File: src/rtl/hd_pkg.sv
// Shared constants, types and state encoding for the Hassanat distance core.
package hd_pkg;

	// Fixed-point format of elements, terms and the running sum
	localparam int FRAC_BITS = 16;
	localparam int ELEM_W    = 32;
	localparam int SUM_W     = 32;

	// Divider widths: denominator can reach 2^32 - 1 + 2^F, so one extra bit
	localparam int DEN_W = ELEM_W + 1;
	localparam int REM_W = DEN_W + 1;
	localparam int CNT_W = $clog2(FRAC_BITS);

	// Fixed-point one, at denominator width
	localparam logic [DEN_W-1:0] FX_ONE = DEN_W'(1) << FRAC_BITS;

	// Sequencer states
	typedef enum logic [1:0] {
		S_IDLE,
		S_DIV,
		S_HOLD
	} hd_state_t;

	// Divider start request
	typedef struct packed {
		logic              start;
		logic [ELEM_W-1:0] dividend;
		logic [DEN_W-1:0]  divisor;
	} hd_div_req_t;

	// Divider status and result
	typedef struct packed {
		logic                 busy;
		logic                 done;
		logic [FRAC_BITS-1:0] quot;
	} hd_div_rsp_t;

endpackage

File: src/rtl/hd_if.sv
// Valid/ready channel interfaces for element pairs and distance results.
interface hd_in_if
	import hd_pkg::*;
();
	logic                     valid;
	logic                     ready;
	logic signed [ELEM_W-1:0] elem_a;
	logic signed [ELEM_W-1:0] elem_b;
	logic                     last_pair;

	modport source (output valid, output elem_a, output elem_b, output last_pair, input ready);
	modport sink   (input valid, input elem_a, input elem_b, input last_pair, output ready);
endinterface

interface hd_out_if
	import hd_pkg::*;
();
	logic             valid;
	logic             ready;
	logic [SUM_W-1:0] distance;

	modport source (output valid, output distance, input ready);
	modport sink   (input valid, input distance, output ready);
endinterface

File: src/rtl/hd_div.sv
// Iterative restoring divider: one quotient bit per cycle, FRAC_BITS-bit fraction.
module hd_div
	import hd_pkg::*;
(
	input  logic        clk,
	input  logic        arst_n,
	input  hd_div_req_t req,
	output hd_div_rsp_t rsp
);

	logic                 busy_q;
	logic                 done_q;
	logic [CNT_W-1:0]     cnt_q;
	logic [DEN_W-1:0]     rem_q;
	logic [DEN_W-1:0]     den_q;
	logic [FRAC_BITS-1:0] quot_q;

	logic [REM_W-1:0] shifted;
	logic [REM_W-1:0] den_ext;
	logic [REM_W-1:0] trial;
	logic             fits;

	// Trial subtract of the shifted partial remainder
	always_comb begin
		shifted = {rem_q, 1'b0};
		den_ext = {1'b0, den_q};
		trial   = shifted - den_ext;
		fits    = shifted >= den_ext;
	end

	// Control: busy for FRAC_BITS steps, done pulses once
	always_ff @(posedge clk or negedge arst_n) begin
		if (!arst_n) begin
			busy_q <= 1'b0;
			done_q <= 1'b0;
			cnt_q  <= '0;
		end else begin
			done_q <= 1'b0;
			if (req.start) begin
				busy_q <= 1'b1;
				cnt_q  <= CNT_W'(FRAC_BITS - 1);
			end else if (busy_q) begin
				if (cnt_q == '0) begin
					busy_q <= 1'b0;
					done_q <= 1'b1;
				end else begin
					cnt_q <= cnt_q - 1'b1;
				end
			end
		end
	end

	// Datapath: remainder, divisor and quotient shift register
	always_ff @(posedge clk) begin
		if (req.start) begin
			rem_q <= {1'b0, req.dividend};
			den_q <= req.divisor;
		end else if (busy_q) begin
			rem_q  <= fits ? trial[DEN_W-1:0] : shifted[DEN_W-1:0];
			quot_q <= {quot_q[FRAC_BITS-2:0], fits};
		end
	end

	assign rsp.busy = busy_q;
	assign rsp.done = done_q;
	assign rsp.quot = quot_q;

	// Partial remainder stays below the divisor, so each step yields one bit
	a_rem_below_den: assert property (@(posedge clk) disable iff (!arst_n)
		busy_q |-> rem_q < den_q)
		else $error("divider remainder not below divisor");

	// Done follows the final step
	a_done_after_busy: assert property (@(posedge clk) disable iff (!arst_n)
		done_q |-> $past(busy_q) && !busy_q)
		else $error("divider done without preceding step");

endmodule

File: src/rtl/hassanat_distance_core.sv
// Hassanat distance core: element pair preparation, sequencer, accumulator, output register.
// The core takes no new pair until the restoring divider, which produces one quotient
// bit per cycle, has finished the current one; pair_in is not ready meanwhile.
// A waiting result does not block the next pair; a later last pair holds until it drains.
// Reset (arst_n low): running sum cleared, sequencer idle, output register empty.
module hassanat_distance_core
	import hd_pkg::*;
(
	input logic     clk,
	input logic     arst_n,
	hd_in_if.sink   pair_in,
	hd_out_if.source dist_out
);

	hd_state_t   state_q, state_d;
	hd_div_req_t div_req;
	hd_div_rsp_t div_rsp;

	logic             last_q;
	logic [SUM_W-1:0] sum_q, sum_d;
	logic             out_valid_q, out_valid_d;
	logic [SUM_W-1:0] out_data_q, out_data_d;
	logic             last_d;

	logic                     accept;
	logic signed [ELEM_W-1:0] lo;
	logic signed [ELEM_W-1:0] hi;
	logic [ELEM_W-1:0]        diff;
	logic [SUM_W:0]           sum_ext;
	logic [SUM_W-1:0]         sum_sat;
	logic                     slot_free;

	assign accept    = pair_in.valid && pair_in.ready;
	assign slot_free = !out_valid_q || dist_out.ready;

	// Operand preparation: order the pair, form numerator and denominator
	always_comb begin
		if (pair_in.elem_a < pair_in.elem_b) begin
			lo = pair_in.elem_a;
			hi = pair_in.elem_b;
		end else begin
			lo = pair_in.elem_b;
			hi = pair_in.elem_a;
		end
		diff             = $unsigned(hi) - $unsigned(lo);
		div_req.start    = accept;
		div_req.dividend = diff;
		div_req.divisor  = lo[ELEM_W-1] ? FX_ONE + {1'b0, diff}
		                                 : FX_ONE + {1'b0, $unsigned(hi)};
	end

	hd_div u_div (
		.clk    (clk),
		.arst_n (arst_n),
		.req    (div_req),
		.rsp    (div_rsp)
	);

	// Saturating add of the new term
	always_comb begin
		sum_ext = {1'b0, sum_q} + {{(SUM_W + 1 - FRAC_BITS){1'b0}}, div_rsp.quot};
		sum_sat = sum_ext[SUM_W] ? {SUM_W{1'b1}} : sum_ext[SUM_W-1:0];
	end

	// Sequencer next state and register updates
	always_comb begin
		state_d     = state_q;
		sum_d       = sum_q;
		last_d      = last_q;
		out_valid_d = out_valid_q && !dist_out.ready;
		out_data_d  = out_data_q;
		unique case (state_q)
			S_IDLE: begin
				if (accept) begin
					last_d  = pair_in.last_pair;
					state_d = S_DIV;
				end
			end
			S_DIV: begin
				if (div_rsp.done) begin
					if (!last_q) begin
						sum_d   = sum_sat;
						state_d = S_IDLE;
					end else if (slot_free) begin
						out_data_d  = sum_sat;
						out_valid_d = 1'b1;
						sum_d       = '0;
						state_d     = S_IDLE;
					end else begin
						sum_d   = sum_sat;
						state_d = S_HOLD;
					end
				end
			end
			S_HOLD: begin
				if (slot_free) begin
					out_data_d  = sum_q;
					out_valid_d = 1'b1;
					sum_d       = '0;
					state_d     = S_IDLE;
				end
			end
			default: state_d = S_IDLE;
		endcase
	end

	// Control registers
	always_ff @(posedge clk or negedge arst_n) begin
		if (!arst_n) begin
			state_q     <= S_IDLE;
			sum_q       <= '0;
			out_valid_q <= 1'b0;
		end else begin
			state_q     <= state_d;
			sum_q       <= sum_d;
			out_valid_q <= out_valid_d;
		end
	end

	// Payload registers
	always_ff @(posedge clk) begin
		last_q     <= last_d;
		out_data_q <= out_data_d;
	end

	assign pair_in.ready     = (state_q == S_IDLE);
	assign dist_out.valid    = out_valid_q;
	assign dist_out.distance = out_data_q;

	// A new pair never arrives while the divider is still iterating
	a_start_when_free: assert property (@(posedge clk) disable iff (!arst_n)
		div_req.start |-> !div_rsp.busy)
		else $error("divider restarted while busy");

	// Divider completion is only seen while the sequencer waits on it
	a_done_in_div: assert property (@(posedge clk) disable iff (!arst_n)
		div_rsp.done |-> state_q == S_DIV)
		else $error("divider done outside divide state");

	// Accepted pair starts the divider
	a_accept_starts: assert property (@(posedge clk) disable iff (!arst_n)
		accept |=> div_rsp.busy && state_q == S_DIV)
		else $error("accepted pair did not start divider");

	// A result is loaded only from the divide or hold states
	a_out_source: assert property (@(posedge clk) disable iff (!arst_n)
		$rose(out_valid_q) |-> $past(state_q) == S_DIV || $past(state_q) == S_HOLD)
		else $error("result loaded from unexpected state");

endmodule
File: src/flat_wrapper.sv
// flat-port wrapper written by rule: the top's interface ports become plain ports
module hassanat_distance_core_flat import hd_pkg::*;
  (clk, arst_n, pair_in_valid, pair_in_elem_a, pair_in_elem_b, pair_in_last_pair, pair_in_ready, dist_out_valid, dist_out_distance, dist_out_ready);
  hd_in_if pair_in_i ();
  hd_out_if dist_out_i ();
  input logic clk;
  input logic arst_n;
  input wire logic [$bits(pair_in_i.valid)-1:0] pair_in_valid;
  input wire logic [$bits(pair_in_i.elem_a)-1:0] pair_in_elem_a;
  input wire logic [$bits(pair_in_i.elem_b)-1:0] pair_in_elem_b;
  input wire logic [$bits(pair_in_i.last_pair)-1:0] pair_in_last_pair;
  output wire logic [$bits(pair_in_i.ready)-1:0] pair_in_ready;
  output wire logic [$bits(dist_out_i.valid)-1:0] dist_out_valid;
  output wire logic [$bits(dist_out_i.distance)-1:0] dist_out_distance;
  input wire logic [$bits(dist_out_i.ready)-1:0] dist_out_ready;
  assign pair_in_i.valid = pair_in_valid;
  assign pair_in_i.elem_a = pair_in_elem_a;
  assign pair_in_i.elem_b = pair_in_elem_b;
  assign pair_in_i.last_pair = pair_in_last_pair;
  assign pair_in_ready = pair_in_i.ready;
  assign dist_out_valid = dist_out_i.valid;
  assign dist_out_distance = dist_out_i.distance;
  assign dist_out_i.ready = dist_out_ready;
  hassanat_distance_core u_core (.clk(clk), .arst_n(arst_n), .pair_in(pair_in_i), .dist_out(dist_out_i));
endmodule
File: config.mk
export PLATFORM = sky130hd
export DESIGN_NAME = hassanat_distance_core_flat
export DESIGN_NICKNAME = d
export VERILOG_FILES = /design/src/rtl/hd_pkg.sv /design/src/rtl/hd_if.sv /design/src/rtl/hd_div.sv /design/src/rtl/hassanat_distance_core.sv /design/src/flat_wrapper.sv
export SDC_FILE = /design/constraint.sdc
export NUM_CORES = 1
export LEC_CHECK = 0
export BUFFER_PORTS_ARGS = -buffer_cell sky130_fd_sc_hd__buf_2
export CORE_MARGIN = 2
export CORE_UTILIZATION = 45
export CTS_CLUSTER_DIAMETER = 200
export DETAILED_ROUTE_END_ITERATION = 7
export PLACE_DENSITY = 0.65
export SYNTH_ARGS = -nofsm -noshare
export SYNTH_HDL_FRONTEND = slang
export SYNTH_SLANG_ARGS = --single-unit
File: constraint.sdc
create_clock -name clk -period 3.9 [get_ports clk]
set_clock_uncertainty 0.15 [all_clocks]
set_input_delay 1.17 -clock clk [delete_from_list [all_inputs] [get_ports clk]]
set_output_delay 1.17 -clock clk [all_outputs]
set_load 0.03 [all_outputs]
==> results.sh, run 1 <==
export IMPL_ys_seq_area_share_pct=33.7
export IMPL_ys_ff_latch=156
export IMPL_cts_clk_slew_worst_paths_ns=0.07
export IMPL_overflow=0
export IMPL_firstDrtPassIters=5
export IMPL_n_fill_cell=2348
export IMPL_power_frac_clock_pct=13.1
export IMPL_worst_pin_slew_ns=1.03
export IMPL_period_needed_ns=5.58
export IMPL_rrSetupSlack_ns=0
export IMPL_fin_crit_sh_pct=143
export IMPL_multi_input_area_um2=9240
export IMPL_num_io_pins=103
export IMPL_num_vias=13800
export IMPL_ctsLongestPathBuffers=2
export IMPL_use_met1_pct=34.0
export IMPL_met2_usage_pct=44.7
export IMPL_placed_area_um2=17000
export IMPL_arrival_ns=5.61
export IMPL_grt_pass1_wl_um=64600
export IMPL_fin_tns_setup_ns=-43.18
export IMPL_p_comb_share_pct=64.4
export IMPL_min_to="u_core.u_div.quot_q[6]$_DFFE_PP_"
export IMPL_postRouteAntennaNets=0
export IMPL_first_iter_violations=1140
export IMPL_postSynth_asyncResetShare_pct=26.3
export IMPL_cts_tree="built"
export IMPL_syn_nets=1758
export IMPL_seq_area_um2=4470
export IMPL_timing_rr_end="u_core.u_div.rem_q[29]$_DFFE_PP_"
export IMPL_post_route_drc_count=0
export IMPL_r2r_worst_path_cells=16
export IMPL_critPathRequiredTime_ns=3.93
export IMPL_use_met3_pct=2.32
export IMPL_pwr_share_seq_pct=22.5
export IMPL_wl_um=42100
export IMPL_cp_end_kind="flip-flop"
export IMPL_finalPower_w=0.0125
export IMPL_ir_drop_mv=0.471
export IMPL_violations="negative setup slack"
export IMPL_start_util_pct=45.9
export IMPL_setup_ws_ns=-1.68
export IMPL_cts_hold_buf=0
export IMPL_outcome="finished, violations left"
export IMPL_io_buffers=102
export IMPL_busiest_layer="met2"
export IMPL_hp_start="u_core.u_div.quot_q[5]$_DFFE_PP_"
export IMPL_intPower_w=0.00729
export IMPL_hold_path_class="reg -> reg"
export IMPL_cts_made_buffers=17
export IMPL_core_um2=28900
export IMPL_track_usage_pct=25.9
export IMPL_antenna_found_initial=0
export IMPL_switching_power_w=0.00525
export IMPL_drive_above_1_share_pct=37.3
export IMPL_grt_max_degree=46
export IMPL_min_path_cells=0
export IMPL_cp_start_kind="input port"
export IMPL_die_area_um2=30900
export IMPL_synth_edf_count=114
export IMPL_swShare_pct=41.9
export IMPL_synth_area_per_cell_um2=8.29
export IMPL_synthFlopType="edfxtp_1"
export IMPL_ctsRootBufferMaster="clkbuf_16"
export IMPL_die_h_um=176
export IMPL_avgViaCountPerCell=5.63
export IMPL_synthCells=1600
export IMPL_r2r_start="u_core.u_div.rem_q[0]$_DFFE_PP_"
export IMPL_hold_viol_final=0
export IMPL_htree_levels=4
export IMPL_synthesis_area_um2=13300
export IMPL_rsz0062_at_grt="true"
export IMPL_grt_pass1_vias=12900
export IMPL_syn2layout_area_growth_pct=45.6
export IMPL_fmax_ghz=0.179
export IMPL_setup_viol=53
export IMPL_clk_latency_ns=0.43
export IMPL_max_cap_viol_count=0
export IMPL_power_density_nw_per_um2=649
export IMPL_place_congestion=0.976
export IMPL_finalNetCount=2212
export IMPL_diodes=0
export IMPL_dp_hpwl_um=30600
export IMPL_final_max_slew_violation_count=0
export IMPL_relSlewSlack_pct=31.3
export IMPL_row_count=62
export IMPL_die_x_um=176
export IMPL_path_class="in -> reg"
export IMPL_p_leak_nw=8.59
export IMPL_wl_per_cell_um=17.2
export IMPL_clkSinkCount=156
export IMPL_synth_distinct_cells=93
export IMPL_fin_area_um2=19300
export IMPL_yosys_warnings=0
export IMPL_cp_max_fo=4
[final cells by class]
class	instances	share of cell area, %
Tap cell	384	2.49
Timing Repair Buffer	514	20.8
Inverter	131	2.70
Multi-Input combinational cell	1234	47.9
Sequential cell	156	23.2
Clock buffer	21	2.44
Clock inverter	11	0.564
[kinds of logic (layout without fill, tap and decap cells)]
family                   after synthesis  after routing  synth area share, %
AO/OA/AOI/OAI                        522            522                 25.3
XOR/XNOR                              76             76                 5.02
adder cells (fa/ha/maj)               89             89                 8.51
buffers and inverters                210            677                 6.19
flip-flops                           156            156                 33.7
multiplexers                          30             30                 2.36
AND/OR/NAND/NOR                      517            517                 18.9
[worst max path at each step]
stage	start	to	slack, ns	depth (start not counted)
4_1_cts	pair_in_elem_b[29]	u_core.u_div.den_q[30]$_DFFE_PP_	-1.60	22
3_5_place_dp	pair_in_elem_b[7]	u_core.u_div.den_q[30]$_DFFE_PP_	-2.25	21
3_3_place_gp	pair_in_elem_b[7]	u_core.u_div.den_q[32]$_DFFE_PP_	-2.14	24
2_1_floorplan	pair_in_elem_a[15]	u_core.u_div.den_q[30]$_DFFE_PP_	-2.70	25
5_1_grt	pair_in_elem_b[11]	u_core.u_div.den_q[30]$_DFFE_PP_	-1.81	23
6_report	pair_in_elem_b[29]	u_core.u_div.den_q[28]$_DFFE_PP_	-1.68	23
[critical path, cell delays in order]
cell and delay [ns]:
buf_8 0.10, inv_6 0.05, ha_4 0.18, a21o_1 0.19, a211o_1 0.28, a211o_1 0.28
o21ai_4 0.22, nand2_2 0.09, nor2_2 0.13, a21oi_2 0.05, ha_2 0.17, or4_4 0.44
a32oi_4 0.25, nor3_4 0.09, a211oi_4 0.25, buf_6 0.16, a221oi_2 0.08, o21a_1 0.26
o31ai_4 0.27, buf_4 0.15, nand2_1 0.06, or4_4 0.53, xnor2_1 0.14
[flip-flops by register name, summed over array words and instances, names as in the netlist]
name and count:
u_core.dist_out.valid 1, u_core.u_div.den_q 33, u_core.state_q 2, u_core.u_div.busy_q 1, u_core.sum_q 32, u_core.u_div.rem_q 33
u_core.u_div.cnt_q 4, u_core.last_q 1, u_core.u_div.quot_q 16, u_core.dist_out.distance 32, u_core.u_div.done_q 1
[placed cells by master, fill, tap and decap left out, drive strengths merged, types with 5 or more instances in the layout]
cell | Yosys | routed
and2 | 18 | 18
nor4 | 7 | 7
o2111ai | 7 | 7
a31o | 6 | 6
or3 | 7 | 7
dfrtp | 41 | 41
nor2b | 25 | 25
nand4 | 15 | 15
inv | 131 | 134
a211oi | 29 | 29
and3 | 32 | 32
buf | 25 | 509
o21ai | 130 | 130
o211ai | 17 | 17
nand2b | 18 | 18
nor3 | 44 | 44
a21boi | 11 | 11
a221oi | 7 | 7
nor2 | 124 | 124
a31oi | 30 | 30
a21o | 30 | 30
o21bai | 6 | 6
nand2 | 171 | 171
mux2 | 10 | 10
a22o | 9 | 9
nor3b | 6 | 6
o22ai | 12 | 12
xnor2 | 43 | 43
a21oi | 155 | 155
o21a | 16 | 16
or4 | 5 | 5
o31ai | 10 | 10
nand3b | 5 | 5
edfxtp | 114 | 114
clkbuf | 54 | 25
clkinv | 0 | 5
mux2i | 20 | 20
ha | 87 | 87
nand3 | 28 | 28
xor2 | 33 | 33
[timing repair]
item                       4_1_cts  5_1_grt
setup endpoints to repair      127      127
setup buffers                   11       48
resized for setup               94      158
gates cloned                     2        5
pin swaps                       44       87
[synth_stat cells, drive strengths merged, types with 4 or more instances]
| master | n | area [um^2] |
|---|---|---|
| a211oi | 29 | 240 |
| a21boi | 11 | 82.6 |
| a21o | 30 | 225 |
| a21oi | 155 | 776 |
| a221oi | 7 | 61.3 |
| a22o | 9 | 78.8 |
| a31o | 6 | 52.6 |
| a31oi | 30 | 194 |
| and2 | 18 | 113 |
| and3 | 32 | 200 |
| buf | 25 | 126 |
| clkbuf | 54 | 203 |
| dfrtp | 41 | 1030 |
| edfxtp | 114 | 3420 |
| ha | 87 | 1090 |
| inv | 131 | 492 |
| mux2 | 10 | 113 |
| mux2i | 20 | 200 |
| nand2 | 171 | 642 |
| nand2b | 18 | 113 |
| nand3 | 28 | 145 |
| nand3b | 5 | 37.5 |
| nand4 | 15 | 93.8 |
| nor2 | 124 | 473 |
| nor2b | 25 | 156 |
| nor3 | 44 | 230 |
| nor3b | 6 | 45.0 |
| nor4 | 7 | 71.3 |
| o2111ai | 7 | 61.3 |
| o211ai | 17 | 133 |
| o21a | 16 | 128 |
| o21ai | 130 | 654 |
| o21bai | 6 | 45.0 |
| o22ai | 12 | 75.1 |
| o311ai | 4 | 42.6 |
| o31ai | 10 | 88.8 |
| or3 | 7 | 43.8 |
| or4 | 5 | 41.3 |
| xnor2 | 43 | 377 |
| xor2 | 33 | 289 |
[power groups by stage]
| stage | Sequential, W | Combinational (W) | Clock, W |
|---|---|---|---|
| 2_1_floorplan | 0.00276 | 0.00469 | 0 |
| 3_3_place_gp | 0.00282 | 0.00675 | 0 |
| 3_5_place_dp | 0.00283 | 0.00691 | 0 |
| 4_1_cts | 0.00281 | 0.00721 | 0.00165 |
| 5_1_grt | 0.00288 | 0.00881 | 0.00172 |
| 6_report | 0.00282 | 0.00808 | 0.00164 |
[per-layer routing]
| metal | part of all wire [%] | vias to the layer above |
|---|---|---|
| met2 | 49 | 461 |
| met3 | 4.6 | 70 |
| li1 | - | 6743 |
| met1 | 44 | 6515 |
| met4 | 2.9 | 0 |
| met5 | 0 | - |
[stage by stage]
| stage | util [%] | setup slack (ns) | hold WS (ns) | instances |
|---|---|---|---|---|
| after floorplan | - | -2.70 | 0.281 | 1600 |
| after global placement | 59.0 | -2.14 | 0.289 | 2358 |
| after detailed placement | 59.0 | -2.25 | 0.295 | 2358 |
| after CTS | 62.9 | -1.60 | 0.310 | 2402 |
| after global routing | 66.9 | -1.81 | 0.320 | 2451 |
| final | 66.9 | -1.68 | 0.307 | 2451 |
Power figures use the tool's default switching activity.
==> run 2, diff against run 1 <==
Settings changed: RECOVER_POWER set to 50, SKIP_LAST_GASP set to 1.
==> run 2 against run 1 <==
Compared with the run above:
- the run ends with max-capacitance violations, max-slew violations, negative setup slack left
- total power fell by 0.45%
- utilization fell by 0.71 points
- sequential power barely moved
- setup slack improved by 0.082 ns
- highest routed layer unchanged
==> results.sh, run 2 (synthesized netlist as in run 1, its figures left out) <==
export IMPL_ir_drop_mv=0.470
export IMPL_hold_viol_final=0
export IMPL_cp_start_kind="input port"
export IMPL_post_route_drc_count=0
export IMPL_avgViaCountPerCell=5.63
export IMPL_fmax_ghz=0.182
export IMPL_crit_chain="buf_8 > inv_6 > ha_4 > a21o_1 > a211o_1 > a211o_1 > o21ai_4 > nand2_2 > nor2_2 > a21oi_2 > ha_2 > or4_4 > a32oi_4 > nor3_4 > a211oi_4 > buf_6 > a221oi_2 > o21a_1 > o31ai_4 > buf_4 > nand2_1 > or4_4 > xnor2_1"
export IMPL_final_max_slew_violation_count=162
export IMPL_period_needed_ns=5.50
export IMPL_htree_levels=4
export IMPL_max_cap_viol_count=4
export IMPL_place_congestion=0.976
export IMPL_cp_num_buf_inv=4
export IMPL_cp_max_fo=4
export IMPL_most_common_layout_cells="buf_4 (354), nand2_1 (158), a21oi_1 (131)"
export IMPL_setup_viol=54
export IMPL_path_class="in -> reg"
export IMPL_grt_max_degree=46
export IMPL_cts_hold_buf=0
export IMPL_antenna_found_initial=0
export IMPL_arrival_ns=5.53
export IMPL_num_io_pins=103
export IMPL_ctsLongestPathBuffers=2
export IMPL_finalCoreUtilization_pct=66.2
export IMPL_rrSetupSlack_ns=0.01
export IMPL_overflow=0
export IMPL_io_buffers=102
export IMPL_relSlewSlack_pct=-64.5
export IMPL_dp_hpwl_um=30600
export IMPL_slowest_stage="or4_4"
export IMPL_cts_made_buffers=17
export IMPL_busiest_layer="met2"
export IMPL_row_count=62
export IMPL_cts_clk_slew_worst_paths_ns=0.07
export IMPL_critPathRequiredTime_ns=3.93
export IMPL_first_iter_violations=1027
export IMPL_wl_um=41600
export IMPL_die_x_um=176
export IMPL_hold_path_class="reg -> reg"
export IMPL_die_area_um2=30900
export IMPL_met2_usage_pct=44.7
export IMPL_fin_crit_sh_pct=141
export IMPL_finalPower_w=0.0125
export IMPL_ctsRootBufferMaster="clkbuf_16"
export IMPL_final_common_cell="buf_4"
export IMPL_power_density_nw_per_um2=653
export IMPL_setup_ws_ns=-1.60
export IMPL_syn2layout_area_growth_pct=44.1
export IMPL_clk_latency_ns=0.43
export IMPL_die_h_um=176
export IMPL_grt_pass1_wl_um=64500
export IMPL_use_met1_pct=33.9
export IMPL_reg_top3="u_core.u_div.den_q: 33 flops, u_core.u_div.rem_q: 33 flops"
export IMPL_num_vias=13800
export IMPL_cp_end_kind="flip-flop"
export IMPL_firstDrtPassIters=6
export IMPL_diodes=0
export IMPL_grt_pass1_vias=12900
export IMPL_worst_pin_slew_ns=2.47
export IMPL_rsz0062_at_grt="true"
export IMPL_slowest_delay_ns=0.53
export IMPL_use_met3_pct=2.34
export IMPL_core_um2=28900
export IMPL_critPathTopFamily="compound AO/OA/AOI/OAI gates"
export IMPL_track_usage_pct=25.8
export IMPL_n_fill_cell=2391
export IMPL_outcome="finished, violations left"
export IMPL_start_util_pct=45.9
export IMPL_wl_per_cell_um=17.0
export IMPL_finalNetCount=2205
export IMPL_violations="max-capacitance violations, max-slew violations, negative setup slack"
export IMPL_cts_tree="built"
export IMPL_clkSinkCount=156
export IMPL_p_leak_nw=8.41
export IMPL_drive_above_1_share_pct=35.0
export IMPL_postRouteAntennaNets=0
run 2: cell type report:
class,count,area (um^2),area share (%)
flip-flops and latches,156,4470,23.4
multi-input cells,1234,9140,47.8
clock buffers,21,472,2.47
inverters,131,522,2.73
clock inverters,11,109,0.570
well taps,384,480,2.52
repair buffers,507,3910,20.5
run 2: power by group:
group	leakage, nW	total, W	internal, W	switching, W
clock	0.279	0.00164	0.000941	0.000695
sequential	1.67	0.00282	0.00256	0.000260
combinational	6.46	0.00803	0.00378	0.00425
run 2: final timing paths:
path                                                  start                               end  cells after the start
min in group asynchronous                            arst_n      u_core.sum_q[10]$_DFFE_PN0P_                      1
setup reg to reg            u_core.u_div.rem_q[0]$_DFFE_PP_  u_core.u_div.rem_q[25]$_DFFE_PP_                     16
hold reg to reg            u_core.u_div.quot_q[5]$_DFFE_PP_  u_core.u_div.quot_q[6]$_DFFE_PP_                      0
hold / removal             u_core.u_div.quot_q[5]$_DFFE_PP_  u_core.u_div.quot_q[6]$_DFFE_PP_                      0
setup / recovery                         pair_in_elem_b[29]  u_core.u_div.den_q[28]$_DFFE_PP_                     23
max in group asynchronous                            arst_n       u_core.sum_q[1]$_DFFE_PN0P_                      1
run 2: repair_timing:
action,4_1_cts,5_1_grt
hold endpoints to repair,0,0
setup endpoints to repair,127,127
buffers inserted,11,42
cloned,2,6
pin swaps,44,93
gates resized for setup,85,148
run 2: metal layers:
| metal | vias to the layer above | wire length [um] | part of all wire (%) |
|---|---|---|---|
| met4 | 0 | 1450 | 3.5 |
| met1 | 6487 | 18400 | 44 |
| met3 | 80 | 1910 | 4.6 |
| li1 | 6730 | - | - |
| met5 | - | 0 | 0 |
| met2 | 456 | 19900 | 48 |
run 2: per-stage QoR:
stage	hold WS [ns]	std cells	TNS (ns)	setup slack, ns	instance area, um^2
2_1_floorplan	0.281	1600	-77.53	-2.70	13900
3_3_place_gp	0.289	2358	-93.64	-2.14	17000
3_5_place_dp	0.295	2358	-98.79	-2.25	17000
4_1_cts	0.310	2402	-42.98	-1.60	18100
5_1_grt	0.320	2444	-50.12	-1.72	19100
6_report	0.306	2444	-42.61	-1.60	19100
==> run 3, diff against run 2 <==
Settings changed: ABC_AREA set to 1, PLACE_DENSITY 0.65 to unset.
==> run 3 against run 2 <==
Compared with the run above:
- the run still ends with max-capacitance violations, max-slew violations, negative setup slack left
- sequential power is 1% lower
- setup slack gained 1.1 ns
- worst hold slack better by 0.0022 ns
- combinational power shrank 6.5%
- cell count increased by 14%
- flip-flop and latch count unchanged
- utilization is 1.7 points higher
- synthesized cell count is 20% higher
- first-iteration DRC count fell by 22%
- sequential share of layout area fell by 1.2 points
- largest cell class unchanged
- die area rose by 1.9%
==> results.sh, run 3 <==
export IMPL_worst_pin_slew_ns=2.47
export IMPL_syn_nets=2079
export IMPL_synth_area_top_cells="edfxtp_1 (25%), nand2_1 (16%), ha_1 (8.1%)"
export IMPL_ctsRootBufferMaster="clkbuf_16"
export IMPL_rsz0062_at_grt="true"
export IMPL_synth_top_area_share_pct=25.3
export IMPL_period_needed_ns=4.44
export IMPL_critPathMostFrequentCell="nand2_2"
export IMPL_grt_max_degree=60
export IMPL_n_fill_cell=2498
export IMPL_setup_viol=34
export IMPL_pwr_share_seq_pct=23.4
export IMPL_final_max_slew_violation_count=42
export IMPL_syn2layout_area_growth_pct=48.9
export IMPL_cp_end_kind="flip-flop"
export IMPL_ctsLongestPathBuffers=2
export IMPL_cp_start_kind="input port"
export IMPL_firstDrtPassIters=5
export IMPL_violations="max-capacitance violations, max-slew violations, negative setup slack"
export IMPL_multi_input_area_um2=9660
export IMPL_synth_common_cells="nand2_1 (589), inv_1 (274), o21ai_0 (126), nand3_1 (122)"
export IMPL_power_density_nw_per_um2=591
export IMPL_switching_power_w=0.00521
export IMPL_p_comb_share_pct=63.2
export IMPL_ir_drop_mv=0.359
export IMPL_post_route_drc_count=0
export IMPL_core_um2=29600
export IMPL_overflow=0
export IMPL_die_h_um=177
export IMPL_num_io_pins=103
export IMPL_critPathRequiredTime_ns=3.93
export IMPL_synthesis_area_um2=13500
export IMPL_reg_top3="u_core.u_div.den_q: 33 flops, u_core.u_div.rem_q: 33 flops"
export IMPL_outcome="finished, violations left"
export IMPL_dp_hpwl_um=31400
export IMPL_intPower_w=0.00667
export IMPL_die_x_um=177
export IMPL_track_usage_pct=25.8
export IMPL_finalNetCount=2550
export IMPL_num_vias=14200
export IMPL_first_iter_violations=802
export IMPL_start_util_pct=45.6
export IMPL_cts_clk_slew_worst_paths_ns=0.06
export IMPL_most_common_layout_cells="nand2_1 (405), buf_4 (344), inv_1 (233)"
export IMPL_relSlewSlack_pct=-64.7
export IMPL_clkSinkCount=156
export IMPL_clk_latency_ns=0.43
export IMPL_p_leak_nw=9.65
export IMPL_cts_made_buffers=17
export IMPL_cts_hold_buf=0
export IMPL_hold_path_class="reg -> reg"
export IMPL_avgViaCountPerCell=5.08
export IMPL_grt_pass1_wl_um=64800
export IMPL_postSynth_asyncResetShare_pct=26.3
export IMPL_grt_pass1_vias=13400
export IMPL_row_count=63
export IMPL_path_class="in -> reg"
export IMPL_max_cap_viol_count=1
export IMPL_synth_distinct_cells=56
export IMPL_arrival_ns=4.47
export IMPL_setup_ws_ns=-0.540
export IMPL_diodes=0
export IMPL_power_frac_clock_pct=13.4
export IMPL_postRouteAntennaNets=0
export IMPL_holdWs_ns=0.308
export IMPL_synth_edf_count=114
export IMPL_ys_ff_latch=156
export IMPL_seq_area_um2=4470
export IMPL_io_buffers=102
export IMPL_slowest_delay_ns=0.28
export IMPL_die_area_um2=31400
export IMPL_hold_viol_final=0
export IMPL_final_common_cell="nand2_1"
export IMPL_ys_seq_area_share_pct=33.1
export IMPL_fin_crit_sh_pct=114
export IMPL_cp_max_fo=6
export IMPL_drive_above_1_share_pct=40.2
export IMPL_place_congestion=0.931
export IMPL_htree_levels=4
export IMPL_yosys_area_top_type="edfxtp_1"
export IMPL_synthFlopType="edfxtp_1"
export IMPL_wl_um=42000
export IMPL_swShare_pct=43.9
export IMPL_wl_per_cell_um=15.0
export IMPL_fmax_ghz=0.225
export IMPL_fin_tns_setup_ns=-8.74
export IMPL_antenna_found_initial=0
export IMPL_cts_tree="built"
export IMPL_synthCells=1921
export IMPL_synth_area_per_cell_um2=7.03
export IMPL_slowest_stage="ha_4"
export IMPL_yosysMostFrequentCell="nand2_1"
export IMPL_yosys_warnings=0
## run 3: cell count changes after synthesis, moves of 21 or more
cell,delta
nand2_1,+418
inv_1,+143
nand3_1,+95
a21oi_1,-74
nand2_2,+35
and3_1,-32
clkbuf_1,-30
a21o_1,-28
nor2b_1,-25
a211oi_1,-24
o22ai_1,+24
inv_2,+21
## run 3: per-layer routing
metal | global-route usage [%] | vias up | share of wire, %
li1 | - | 7240 | -
met1 | 33.7 | 6560 | 45
met2 | 44.5 | 325 | 49
met3 | 2.73 | 66 | 3.1
met4 | 8.33 | 0 | 2.9
met5 | 0 | - | 0
## run 3: final cells by class
cell class	instances	area share, %
Timing Repair Buffer	493	18.9
Clock buffer	17	2.11
Clock inverter	15	0.697
Sequential cell	156	22.2
Tap cell	390	2.43
Inverter	296	5.63
Multi-Input combinational cell	1428	48.0
## run 3: repair_timing
item | 4_1_cts | 5_1_grt
pin swaps | 83 | 142
resized for setup | 134 | 346
endpoints found under the setup margin | 47 | 90
buffers inserted | 39 | 40
gates cloned | 0 | 1
## run 3: cells by family (layout without fill, tap and decap cells)
| logic type | Yosys count | after routing | share of synthesized area, % |
|---|---|---|---|
| adders and majority gates | 89 | 89 | 8.35 |
| xor gates and xnor gates | 68 | 68 | 4.41 |
| buffers and inverters | 337 | 821 | 10.0 |
| and+or+nand+nor | 953 | 953 | 31.0 |
| DFF | 156 | 156 | 33.1 |
| AOI/OAI and AO/OA | 318 | 318 | 13.2 |
## run 3: final timing paths
check                      depth (start not counted)                               endpoint                             start  slack, ns
min in group asynchronous                          1           u_core.sum_q[25]$_DFFE_PN0P_                            arst_n       1.34
setup / recovery                                  33       u_core.u_div.den_q[26]$_DFFE_PP_                pair_in_elem_b[19]      -0.54
setup reg to reg                                  21  u_core.dist_out.distance[9]$_DFFE_PP_  u_core.u_div.quot_q[0]$_DFFE_PP_       0.21
hold / removal                                     0       u_core.u_div.quot_q[4]$_DFFE_PP_  u_core.u_div.quot_q[3]$_DFFE_PP_       0.31
hold reg to reg                                    0       u_core.u_div.quot_q[4]$_DFFE_PP_  u_core.u_div.quot_q[3]$_DFFE_PP_       0.31
max in group asynchronous                          1            u_core.sum_q[6]$_DFFE_PN0P_                            arst_n       0.85
## run 3: power by group through the flow
stage	registers, W	logic [W]	clock network [W]
CTS	0.00277	0.00680	0.00162
finish	0.00278	0.00751	0.00159
floorplan	0.00272	0.00456	0
global placement	0.00278	0.00643	0
global route	0.00283	0.00840	0.00169
detailed placement	0.00280	0.00656	0
## run 3: worst max-delay path: cells and delay by family
kind | cells | cell delay [ns]
simple gates | 24 | 2.27
xor+xnor | 1 | 0.05
fa+ha+maj | 2 | 0.45
buf+inv | 6 | 0.51
## run 3: per-stage QoR
step / area, um^2 / utilization, % / instances / setup slack (ns) / power (W)
2_1_floorplan: 14100 / - / 1921 / -0.691 / 0.00728
3_3_place_gp: 17300 / 58.4 / 2692 / -0.929 / 0.00921
3_5_place_dp: 17300 / 58.4 / 2692 / -0.990 / 0.00936
4_1_cts: 18600 / 62.9 / 2761 / -0.339 / 0.0112
5_1_grt: 20100 / 67.9 / 2795 / -0.702 / 0.0129
6_report: 20100 / 67.9 / 2795 / -0.540 / 0.0119
